## config.mk

```make
export PLATFORM = sky130hd
export DESIGN_NAME = stable_priority_message_queue_core
export DESIGN_NICKNAME = d
export VERILOG_FILES = /design/src/rtl/core/spmq_pkg.sv /design/src/rtl/core/spmq_cell.sv /design/src/rtl/core/stable_priority_message_queue_core.sv
export SDC_FILE = /design/constraint.sdc
export NUM_CORES = 2
export LEC_CHECK = 0
export BUFFER_PORTS_ARGS = -buffer_cell sky130_fd_sc_hd__buf_2
export CORE_MARGIN = 4
export CORE_UTILIZATION = 60
export DETAILED_ROUTE_END_ITERATION = 10
export PLACE_DENSITY = 0.77
export SYNTH_ARGS = -nofsm -noshare
export SYNTH_HDL_FRONTEND = slang
export SYNTH_HIERARCHICAL = 1
export SYNTH_SLANG_ARGS = --single-unit
```

## constraint.sdc

```tcl
create_clock -name clk -period 16.14 [get_ports clk]
set_input_delay 0.807 -clock clk [delete_from_list [all_inputs] [get_ports clk]]
set_output_delay 0.807 -clock clk [all_outputs]
set_load 0.1 [all_outputs]
```

## src/rtl/core/spmq_pkg.sv

```systemverilog
package spmq_pkg;

	// operation codes carried in the func field
	localparam logic FUNC_SEND = 1'b0;
	localparam logic FUNC_RECV = 1'b1;

	// configuration register indexes
	localparam logic [1:0] REG_QUEUE_CAPACITY = 2'd0;
	localparam logic [1:0] REG_MAX_MSG_SIZE   = 2'd1;

	// register widths and reset values
	localparam int CAP_W  = 5;
	localparam int SIZE_W = 14;
	localparam logic [CAP_W-1:0]  CAP_RESET  = 5'd10;
	localparam logic [SIZE_W-1:0] SIZE_RESET = 14'd8192;

	typedef enum logic [2:0] {
		ST_OK       = 3'd0,
		ST_BAD_PRIO = 3'd1,
		ST_SIZE     = 3'd2,
		ST_FULL     = 3'd3,
		ST_EMPTY    = 3'd4
	} status_t;

	typedef struct packed {
		logic        func;
		logic [15:0] priority_req;
		logic [13:0] length;
		logic [31:0] payload_tag;
	} req_word_t;

	typedef struct packed {
		status_t     status;
		logic [31:0] out_tag;
		logic [14:0] out_priority;
		logic [13:0] out_length;
		logic [4:0]  msg_count;
		logic        became_nonempty;
	} rsp_word_t;

	// shift command shared by every cell of the chain
	typedef struct packed {
		logic push;
		logic pop;
	} spmq_op_t;

endpackage

```

## src/rtl/core/spmq_cell.sv

```systemverilog
module spmq_cell #(
	parameter int PRIO_W = 15
) (
	input  logic                clk,
	input  spmq_pkg::spmq_op_t  op,
	input  logic                occ,
	input  logic                keep_prev,
	output logic                keep,
	input  logic [31:0]         new_tag,
	input  logic [13:0]         new_len,
	input  logic [PRIO_W-1:0]   new_prio,
	input  logic [31:0]         prev_tag,
	input  logic [13:0]         prev_len,
	input  logic [PRIO_W-1:0]   prev_prio,
	input  logic [31:0]         next_tag,
	input  logic [13:0]         next_len,
	input  logic [PRIO_W-1:0]   next_prio,
	output logic [31:0]         tag_q,
	output logic [13:0]         len_q,
	output logic [PRIO_W-1:0]   prio_q
);

	// an occupied entry of equal or higher priority stays ahead of a new word
	assign keep = occ && (prio_q >= new_prio);

	// insert: hold, take the new word at the boundary, or shift down from the neighbour
	// pop: shift up from the next cell
	always_ff @(posedge clk) begin
		if (op.push) begin
			if (!keep) begin
				if (keep_prev) begin
					tag_q  <= new_tag;
					len_q  <= new_len;
					prio_q <= new_prio;
				end else begin
					tag_q  <= prev_tag;
					len_q  <= prev_len;
					prio_q <= prev_prio;
				end
			end
		end else if (op.pop) begin
			tag_q  <= next_tag;
			len_q  <= next_len;
			prio_q <= next_prio;
		end
	end

endmodule

```

## src/rtl/core/stable_priority_message_queue_core.sv

```systemverilog
// the response is registered; a word accepted at one edge has its response valid from that edge on
// throughput: one word per cycle while responses are taken; the sorted cell chain inserts or pops in a single shift
// a response that is not taken holds off input; a new word enters in the cycle it is taken
// reset: message count cleared, capacity back to 10, size limit back to 8192
// reset: the cell chain keeps no reset; entries beyond the count are never read
module stable_priority_message_queue_core #(
	parameter int QUEUE_DEPTH = 16,
	parameter int PRIO_LEVELS = 32768,
	parameter int SIZE_LIMIT  = 8192
) (
	input  logic                  clk,
	input  logic                  arst_n,
	input  logic                  req_valid,
	output logic                  req_ready,
	input  spmq_pkg::req_word_t   req,
	output logic                  rsp_valid,
	input  logic                  rsp_ready,
	output spmq_pkg::rsp_word_t   rsp,
	input  logic                  cfg_we,
	input  logic [1:0]            cfg_index,
	input  logic [13:0]           cfg_data
);

	localparam int PRIO_W = (PRIO_LEVELS > 1) ? $clog2(PRIO_LEVELS) : 1;
	localparam int CNT_W  = $clog2(QUEUE_DEPTH + 1);
	localparam int CMP_W  = (CNT_W > spmq_pkg::CAP_W) ? CNT_W : spmq_pkg::CAP_W;

	logic [spmq_pkg::CAP_W-1:0]  queue_capacity_q;
	logic [spmq_pkg::SIZE_W-1:0] max_msg_size_q;
	logic [CNT_W-1:0]            held_q;
	logic                        rsp_valid_q;
	spmq_pkg::rsp_word_t         rsp_q;

	logic               accept;
	logic               is_send;
	logic [16:0]        eff_size;
	logic               prio_bad;
	logic               send_size_bad;
	logic               recv_size_bad;
	logic               full;
	logic               empty;
	logic               push_ok;
	logic               pop_ok;
	logic [CNT_W-1:0]   held_next;
	spmq_pkg::status_t  status;
	spmq_pkg::spmq_op_t op;
	logic [PRIO_W-1:0]  new_prio;
	logic [15:0]        head_prio16;
	spmq_pkg::rsp_word_t rsp_d;

	logic [31:0]       cell_tag  [QUEUE_DEPTH];
	logic [13:0]       cell_len  [QUEUE_DEPTH];
	logic [PRIO_W-1:0] cell_prio [QUEUE_DEPTH];
	logic              cell_keep [QUEUE_DEPTH];

	// handshake: the response register frees as it is taken
	assign req_ready = !rsp_valid_q || rsp_ready;
	assign accept    = req_valid && req_ready;
	assign rsp_valid = rsp_valid_q;
	assign rsp       = rsp_q;

	// configuration writes
	always_ff @(posedge clk or negedge arst_n) begin
		if (!arst_n) begin
			queue_capacity_q <= spmq_pkg::CAP_RESET;
			max_msg_size_q   <= spmq_pkg::SIZE_RESET;
		end else if (cfg_we) begin
			case (cfg_index)
				spmq_pkg::REG_QUEUE_CAPACITY: queue_capacity_q <= cfg_data[spmq_pkg::CAP_W-1:0];
				spmq_pkg::REG_MAX_MSG_SIZE:   max_msg_size_q   <= cfg_data;
				default: ;
			endcase
		end
	end

	// admission checks
	assign is_send  = (req.func == spmq_pkg::FUNC_SEND);
	assign eff_size = (17'(max_msg_size_q) < 17'(SIZE_LIMIT)) ?
		17'(max_msg_size_q) : 17'(SIZE_LIMIT);
	assign prio_bad      = (17'(req.priority_req) >= 17'(PRIO_LEVELS));
	assign send_size_bad = (17'(req.length) > eff_size);
	assign recv_size_bad = (17'(req.length) < eff_size);
	assign full  = (CMP_W'(held_q) >= CMP_W'(queue_capacity_q)) ||
		(CMP_W'(held_q) >= CMP_W'(QUEUE_DEPTH));
	assign empty = (held_q == '0);

	always_comb begin
		status = spmq_pkg::ST_OK;
		if (is_send) begin
			if (prio_bad)           status = spmq_pkg::ST_BAD_PRIO;
			else if (send_size_bad) status = spmq_pkg::ST_SIZE;
			else if (full)          status = spmq_pkg::ST_FULL;
		end else begin
			if (recv_size_bad) status = spmq_pkg::ST_SIZE;
			else if (empty)    status = spmq_pkg::ST_EMPTY;
		end
	end

	assign push_ok = accept && is_send && (status == spmq_pkg::ST_OK);
	assign pop_ok  = accept && !is_send && (status == spmq_pkg::ST_OK);
	assign op.push = push_ok;
	assign op.pop  = pop_ok;
	assign new_prio = PRIO_W'(req.priority_req);

	// message count
	always_comb begin
		held_next = held_q;
		if (push_ok)     held_next = held_q + CNT_W'(1);
		else if (pop_ok) held_next = held_q - CNT_W'(1);
	end

	always_ff @(posedge clk or negedge arst_n) begin
		if (!arst_n) held_q <= '0;
		else         held_q <= held_next;
	end

	// sorted chain of cells, head at cell zero
	for (genvar i = 0; i < QUEUE_DEPTH; i++) begin : g_cell
		logic              keep_prev;
		logic [31:0]       prev_tag;
		logic [13:0]       prev_len;
		logic [PRIO_W-1:0] prev_prio;
		logic [31:0]       next_tag;
		logic [13:0]       next_len;
		logic [PRIO_W-1:0] next_prio;

		if (i == 0) begin : g_head
			assign keep_prev = 1'b1;
			assign prev_tag  = req.payload_tag;
			assign prev_len  = req.length;
			assign prev_prio = new_prio;
		end else begin : g_body
			assign keep_prev = cell_keep[i-1];
			assign prev_tag  = cell_tag[i-1];
			assign prev_len  = cell_len[i-1];
			assign prev_prio = cell_prio[i-1];
		end

		if (i == QUEUE_DEPTH - 1) begin : g_tail
			assign next_tag  = req.payload_tag;
			assign next_len  = req.length;
			assign next_prio = new_prio;
		end else begin : g_mid
			assign next_tag  = cell_tag[i+1];
			assign next_len  = cell_len[i+1];
			assign next_prio = cell_prio[i+1];
		end

		spmq_cell #(
			.PRIO_W(PRIO_W)
		) u_cell (
			.clk       (clk),
			.op        (op),
			.occ       (CNT_W'(i) < held_q),
			.keep_prev (keep_prev),
			.keep      (cell_keep[i]),
			.new_tag   (req.payload_tag),
			.new_len   (req.length),
			.new_prio  (new_prio),
			.prev_tag  (prev_tag),
			.prev_len  (prev_len),
			.prev_prio (prev_prio),
			.next_tag  (next_tag),
			.next_len  (next_len),
			.next_prio (next_prio),
			.tag_q     (cell_tag[i]),
			.len_q     (cell_len[i]),
			.prio_q    (cell_prio[i])
		);
	end

	// response word
	assign head_prio16 = 16'(cell_prio[0]);

	always_comb begin
		rsp_d                 = '0;
		rsp_d.status          = status;
		rsp_d.msg_count       = 5'(held_next);
		rsp_d.became_nonempty = push_ok && empty;
		if (pop_ok) begin
			rsp_d.out_tag      = cell_tag[0];
			rsp_d.out_priority = head_prio16[14:0];
			rsp_d.out_length   = cell_len[0];
		end
	end

	always_ff @(posedge clk or negedge arst_n) begin
		if (!arst_n) begin
			rsp_valid_q <= 1'b0;
		end else if (accept) begin
			rsp_valid_q <= 1'b1;
		end else if (rsp_ready) begin
			rsp_valid_q <= 1'b0;
		end
	end

	always_ff @(posedge clk) begin
		if (accept) rsp_q <= rsp_d;
	end

	// checks
	a_count_bound: assert property (@(posedge clk) disable iff (!arst_n)
		CMP_W'(held_q) <= CMP_W'(QUEUE_DEPTH))
		else $error("message count beyond depth");

	a_push_count: assert property (@(posedge clk) disable iff (!arst_n)
		push_ok |=> (held_q == $past(held_q) + CNT_W'(1)))
		else $error("count did not grow on insert");

	a_head_sorted: assert property (@(posedge clk) disable iff (!arst_n)
		(CMP_W'(held_q) >= CMP_W'(2)) |-> (cell_prio[0] >= cell_prio[1]))
		else $error("head ranks below second entry");

	a_nonempty_count: assert property (@(posedge clk) disable iff (!arst_n)
		(rsp_valid_q && rsp_q.became_nonempty) |-> (rsp_q.msg_count == 5'd1))
		else $error("first insert does not leave one message");

endmodule

```

Word level (Yosys, flattened, before mapping):

Cells that the tools add are included.

* bits in registers: 1071
* input port bits: 84
* memory bits (writable): 0
* memories kept: 0
* logic and storage cells: 364
* memory bits (read-only): 0
* output and inout port bits: 72
* bits in latches: 0

* reductions and logical operators: 48
* $mul: 0
* magnitude comparators: 38
* div/mod/pow operators: 0
* bitwise operators: 1
* $add $sub $neg: 2
* shift operators: 0
* equality and inequality tests: 17
* muxes and demuxes: 200

Operator list (count)
* $mux W32: 63
* $mux W15: 63
* $mux W14: 64
* $ge A15 B15 Y1: 16
* $lt A4 B5 Y1 const A: 8
* $reduce_and A2 Y1: 18
* $ne A2 B2 Y1 const B: 16
* $logic_and A1 B1 Y1: 22
* $lt A3 B5 Y1 const A: 4
* $ge A16 B16 Y1 const B: 1
* $gt A14 B14 Y1: 1
* $lt A14 B14 Y1: 1
* $lt A14 B14 Y1 const B: 1
* $lt A1 B5 Y1 const A: 2
* $lt A2 B5 Y1 const A: 2
* $mux W5: 2
* $mux W3: 3
* $mux W2: 3
* $add A5 B1 Y5 const B: 1
* $ge A5 B5 Y1: 1
* $ge A5 B5 Y1 const B: 1
* $logic_not A5 Y1: 1
* $sub A5 B1 Y5 const B: 1
* $reduce_bool A2 Y1: 2
* 7 further kinds: 9

Depth between registers and ports, before layout:

* word-level depth: 10
* depth in mapped cells: 15
* mapped depth without buffers: 13

By module:

The synthesis kept the hierarchy.

Modules (own cells, without submodules)
* spmq_cell (g_cell[0].u_cell ...): cells each 322, area each 3512.1 µm², times used 10, sequential area each 1831.8 µm²
* spmq_cell (g_cell[4].u_cell ...): cells each 319, area each 3449.6 µm², times used 6, sequential area each 1831.8 µm²
* stable_priority_message_queue_core: cells each 331, area each 4393.0 µm², times used 1, sequential area each 2731.4 µm²

Worst setup path after synthesis:

Ideal clock, no wire load.

* kind: reg-to-reg
* start point: register rsp_valid_q, in the netlist rsp_valid
* end point: register g_cell[7].u_cell.len_q[0], enable pin
* required time: 15623 ps
* library setup time: 517 ps
* stages on the path, launching flop included: 9
* clock period less this slack: 8300 ps
* data arrival time: 7783 ps
* path slack: 7840 ps
* buffers on the path: 2
* path through: dfrtp_1 nand2b_1 and2_1 and4bb_4 and2_4 buf_2 clkbuf_1 nor2_1 a31oi_1

* word-level cells in the longest chain between the ends: 7
* elaborated cells on any way between the ends: 10
* those cells by class: eq/ne (1); reduce/logical (9)

RTL lines
* start, declared: RTL line stable_priority_message_queue_core.sv:31 `logic rsp_valid_q;`
* start signal, assigned: RTL line stable_priority_message_queue_core.sv:189 `rsp_valid_q <= 1'b0;`
* start signal, assigned: RTL line stable_priority_message_queue_core.sv:191 `rsp_valid_q <= 1'b1;`
* start signal, assigned: RTL line stable_priority_message_queue_core.sv:193 `rsp_valid_q <= 1'b0;`
* $logic_not A1 Y1 (*): RTL line stable_priority_message_queue_core.sv:57 `assign req_ready = !rsp_valid_q || rsp_ready;`
* $logic_or A1 B1 Y1 (*): RTL line stable_priority_message_queue_core.sv:57
* via req_ready: RTL line stable_priority_message_queue_core.sv:14 `output logic req_ready,`
* $logic_and A1 B1 Y1 (*): RTL line stable_priority_message_queue_core.sv:58 `assign accept = req_valid && req_ready;`
* via accept: RTL line stable_priority_message_queue_core.sv:34 `logic accept;`
* $logic_and A1 B1 Y1 (*) (2 in a row): RTL line stable_priority_message_queue_core.sv:99 `assign push_ok = accept && is_send && (status == spmq_pkg::ST_OK);`
* via push_ok: RTL line stable_priority_message_queue_core.sv:42 `logic push_ok;`
* $ne A2 B2 Y1 (no source line) / $reduce_bool A2 Y1 (equally long branches)
* $reduce_and A2 Y1 (no source line) (*)
* end signal, assigned: RTL line spmq_cell.sv:33 `len_q <= new_len;`
* end signal, assigned: RTL line spmq_cell.sv:37 `len_q <= prev_len;`
* end signal, assigned: RTL line spmq_cell.sv:43 `len_q <= next_len;`
* end, declared: RTL line spmq_cell.sv:19 `output logic [13:0] len_q,`

The timed path passes the listed nets; every way through them passes the cells marked *.
A chain may end at the register's enable or synchronous reset.

Worst setup path in the final report:

* start point: register max_msg_size_q[13] (netlist bit)
* end point: register g_cell[6].u_cell.tag_q[3], data pin

* word-level cells in the longest chain between the ends: 9
* elaborated cells on any way between the ends: 11
* those cells by class: order compare (3); mux (6); reduce/logical (2)

RTL lines
* start, declared: RTL line stable_priority_message_queue_core.sv:29 `logic [spmq_pkg::SIZE_W-1:0] max_msg_size_q;`
* start signal, assigned: RTL line stable_priority_message_queue_core.sv:66 `max_msg_size_q <= spmq_pkg::SIZE_RESET;`
* start signal, assigned: RTL line stable_priority_message_queue_core.sv:70 `spmq_pkg::REG_MAX_MSG_SIZE: max_msg_size_q <= cfg_data;`
* $lt A14 B14 Y1: RTL line stable_priority_message_queue_core.sv:78 `assign eff_size = (17'(max_msg_size_q) < 17'(SIZE_LIMIT)) ?`
* $mux W14 (*): RTL line stable_priority_message_queue_core.sv:78
* $gt A14 B14 Y1: RTL line stable_priority_message_queue_core.sv:81 `assign send_size_bad = (17'(req.length) > eff_size);`
* $mux W2: RTL line stable_priority_message_queue_core.sv:91 `else if (send_size_bad) status = spmq_pkg::ST_SIZE;`
* $mux W2: RTL line stable_priority_message_queue_core.sv:90 `if (prio_bad) status = spmq_pkg::ST_BAD_PRIO;`
* $mux W3 (*): RTL line stable_priority_message_queue_core.sv:89 `if (is_send) begin`
* $logic_not A3 Y1 (*): RTL line stable_priority_message_queue_core.sv:99
* $logic_and A1 B1 Y1 (*): RTL line stable_priority_message_queue_core.sv:99
* via push_ok: RTL line stable_priority_message_queue_core.sv:42
* $mux W32 (*): RTL line spmq_cell.sv:29 `if (op.push) begin`
* end signal, assigned: RTL line spmq_cell.sv:32 `tag_q <= new_tag;`
* end signal, assigned: RTL line spmq_cell.sv:36 `tag_q <= prev_tag;`
* end signal, assigned: RTL line spmq_cell.sv:42 `tag_q <= next_tag;`
* end, declared: RTL line spmq_cell.sv:18 `output logic [31:0] tag_q,`

Marked as above.

==> run_results.csv <==
group,metric,value,unit
outcome,outcome,"finished, final reports clean",
power,pwr-share-seq,42.7,%
floorplanning,io_pins,156,
final_layout,drive_gt1_share,8.718,%
global_route,grt_pass1_vias,40630,
sta,fin_hold_ws,0.1075,ns
cts,root_buffer,"clkbuf_16",
global_route,grt_usage,27.77,%
final_layout,area_growth,8.331,%
cts,path_clk_slew,0.06,ns
sta,setup_tns,0,ns
sta,final-max-slew-violation-count,0,
sta,post-route-period-util,45.52,%
placed_design,numPortBuffers,155,
sta,finalCriticalPeriod,7.347,ns
cts,htreeDepth,3,
sta,report.final.setup_viol,0,
power,sw_frac_of_total,33.91,%
sta,rsz0062_at_grt,"no",
floorplanning,die_h,324.7,um
final_layout,final_cell_mix,"a21oi_1, edfxtp_1, nor2_1",
setup_path,critPathLaunchType,"flop",
logic_synthesis,syn_area_per_cell,11.02,um2
final_layout,multi_input_area,25830,um2
setup_path,r2r_cells,14,
sta,slew_headroom,16.85,%
final_layout,layout_commonest_cell,"a21oi_1",
cts,insertion_delay,0.71,ns
floorplanning,start_util,60.80,%
setup_path,endpoint_kind,"flop",
power,p_clk_share,27.9,%
setup_path,crit_type,"flop to flop",
power,comb_power_share,29.4,%
logic_synthesis,synth_area,60190,um2
floorplanning,coreArea,98990,um2
setup_path,crit_chain,"inv_1 > nand2_1 > ha_1 > nor2b_4 > o21ai_2 > a311oi_4 > o31ai_4 > and4bb_4 > and2_4 > buf_4 > buf_4 > buf_4 > buf_4 > a21oi_1",
setup_path,rrSetupSlack,8.79,ns
power,power_density,138.7,nW/um2
cts,cts_made_buffers,111,
cts,cts_sinks,1071,
cts,clk_path_buf_depth,3,
global_route,grt_max_degree,298,
setup_path,r2r_end,"g_cell[6].u_cell/tag_q[3]",
sta,fmax,136.1,MHz
detailed_routing,avgViaCountPerCell,6.202,
final_layout,regArea,32040,um2
detailed_routing,first_pass_iters,6,
logic_synthesis,syn-num-nets,5808,
final_layout,fill_cells,7524,
detailed_routing,drc,0,
global_route,antenna_found_initial,5,
sta,worst_pin_slew,1.247,ns
min_path,hold_class,"input port to asynchronous set/reset pin",
setup_path,cp_max_fo,130,
setup_path,required,16.53,ns
setup_path,max_stage_delay,1.01,ns
placed_design,gp_congestion,0.8580,
placed_design,dp_hpwl,93.44,mm
detailed_routing,drt-initial-drc-count,4857,
sta,fin_skew,0.04106,ns
setup_path,r2r-start,"max_msg_size_q[13]",
power,ir_drop,0.1102,mV
cts,tritoncts,"built",
cts,cts_resized,0,
detailed_routing,drtAntennaViolNets,0,
detailed_routing,post_drt_wl_per_cell,22.21,um
logic_synthesis,ys.warnings.count,6,
detailed_routing,dr_total_vias,42278,
detailed_routing,routed_wl,151.4,mm
setup_path,cp_common_cell,"buf_4",
final_layout,final_nets,5785,
cts,ctsHoldBuffers,0,
setup_path,crit_path_top_delay_cell,"buf_4",
power,power_switching,3.067,mW
floorplanning,dieArea,105500,um2
power,cell_internal_pwr,5.978,mW
logic_synthesis,synthCells,5462,
job,maxCapViolCount,0,
floorplanning,placementRows,115,
global_route,grt-ovfl-total,0,
floorplanning,die_w,324.7,um
cts,post_cts_buffers,0,
global_route,grt_pass1_wl,234.3,mm
setup_path,critical_path_arrival,7.74,ns
sta,finalHoldViolCount,0,
power,p_leak,24.30,nW
## power by group through the flow
| stage | Clock [mW] | Sequential (mW) | Combinational [mW] |
|---|---|---|---|
| finish | 2.52 | 3.86 | 2.66 |
| global route | 2.67 | 3.90 | 2.87 |
| CTS | 2.55 | 3.86 | 2.64 |
| detailed placement | 0 | 3.91 | 2.63 |
| global placement | 0 | 3.90 | 2.55 |
| floorplan | 0 | 3.94 | 1.84 |
## routing by layer
| metal | wire length, um | global-route usage [%] |
|---|---|---|
| met3 | 13000 | 6.019 |
| met4 | 3758 | 7.316 |
| met1 | 66360 | 40.15 |
| met2 | 68270 | 42.93 |
| met5 | 27 | 0 |
## worst max-delay path, delay by kind of cell, from the launching register on
kind / cells / cell delay (ns)
compound gates: 4 / 0.83
fa+ha+maj: 1 / 0.24
buf+inv: 5 / 3.95
flops: 1 / 0.54
simple gates: 4 / 1.19
## registers in the layout (all words and copies together) (netlist names)
register and count:
max_msg_size_q 14, queue_capacity_q 5, g_cell.u_cell/tag_q 512, g_cell.u_cell/len_q 224
rsp_valid 1, rsp 70, g_cell.u_cell/prio_q 240, held_q 5
## stage by stage
step / power [mW] / area (um2) / cells / utilization (%) / worst slack, ns
finish: 9.045 / 65210 / 6817 / 65.87 / 8.793
global route: 9.444 / 65210 / 6817 / 65.87 / 8.276
CTS: 9.045 / 65210 / 6816 / 65.87 / 8.957
detailed placement: 6.535 / 61680 / 6613 / 62.31 / 8.537
global placement: 6.451 / 61680 / 6613 / 62.31 / 8.680
floorplan: 5.783 / 60190 / 5462 / - / 7.840
## layout make-up
cell class                      instances  share of cell area (%)
Clock buffer                          146                   4.574
Tap cell                             1287                   2.469
Sequential cell                      1071                   49.13
Multi-Input combinational cell       3787                   39.62
Timing Repair Buffer                  215                   1.919
Inverter                              253                   1.456
Antenna cell                            1                0.003838
Clock inverter                         57                  0.8251
## worst max path at each step
stage,start,end,slack (ns),cells after the start
floorplan,rsp_valid,g_cell[7].u_cell/len_q[0],7.84,8
global route,max_msg_size_q[13],g_cell[1].u_cell/tag_q[6],8.28,13
finish,max_msg_size_q[13],g_cell[6].u_cell/tag_q[3],8.79,14
CTS,max_msg_size_q[13],g_cell[7].u_cell/tag_q[2],8.96,14
detailed placement,req[45],g_cell[0].u_cell/tag_q[0],8.54,12
global placement,req[45],g_cell[0].u_cell/tag_q[1],8.68,12
Power figures use the tool's default switching activity.
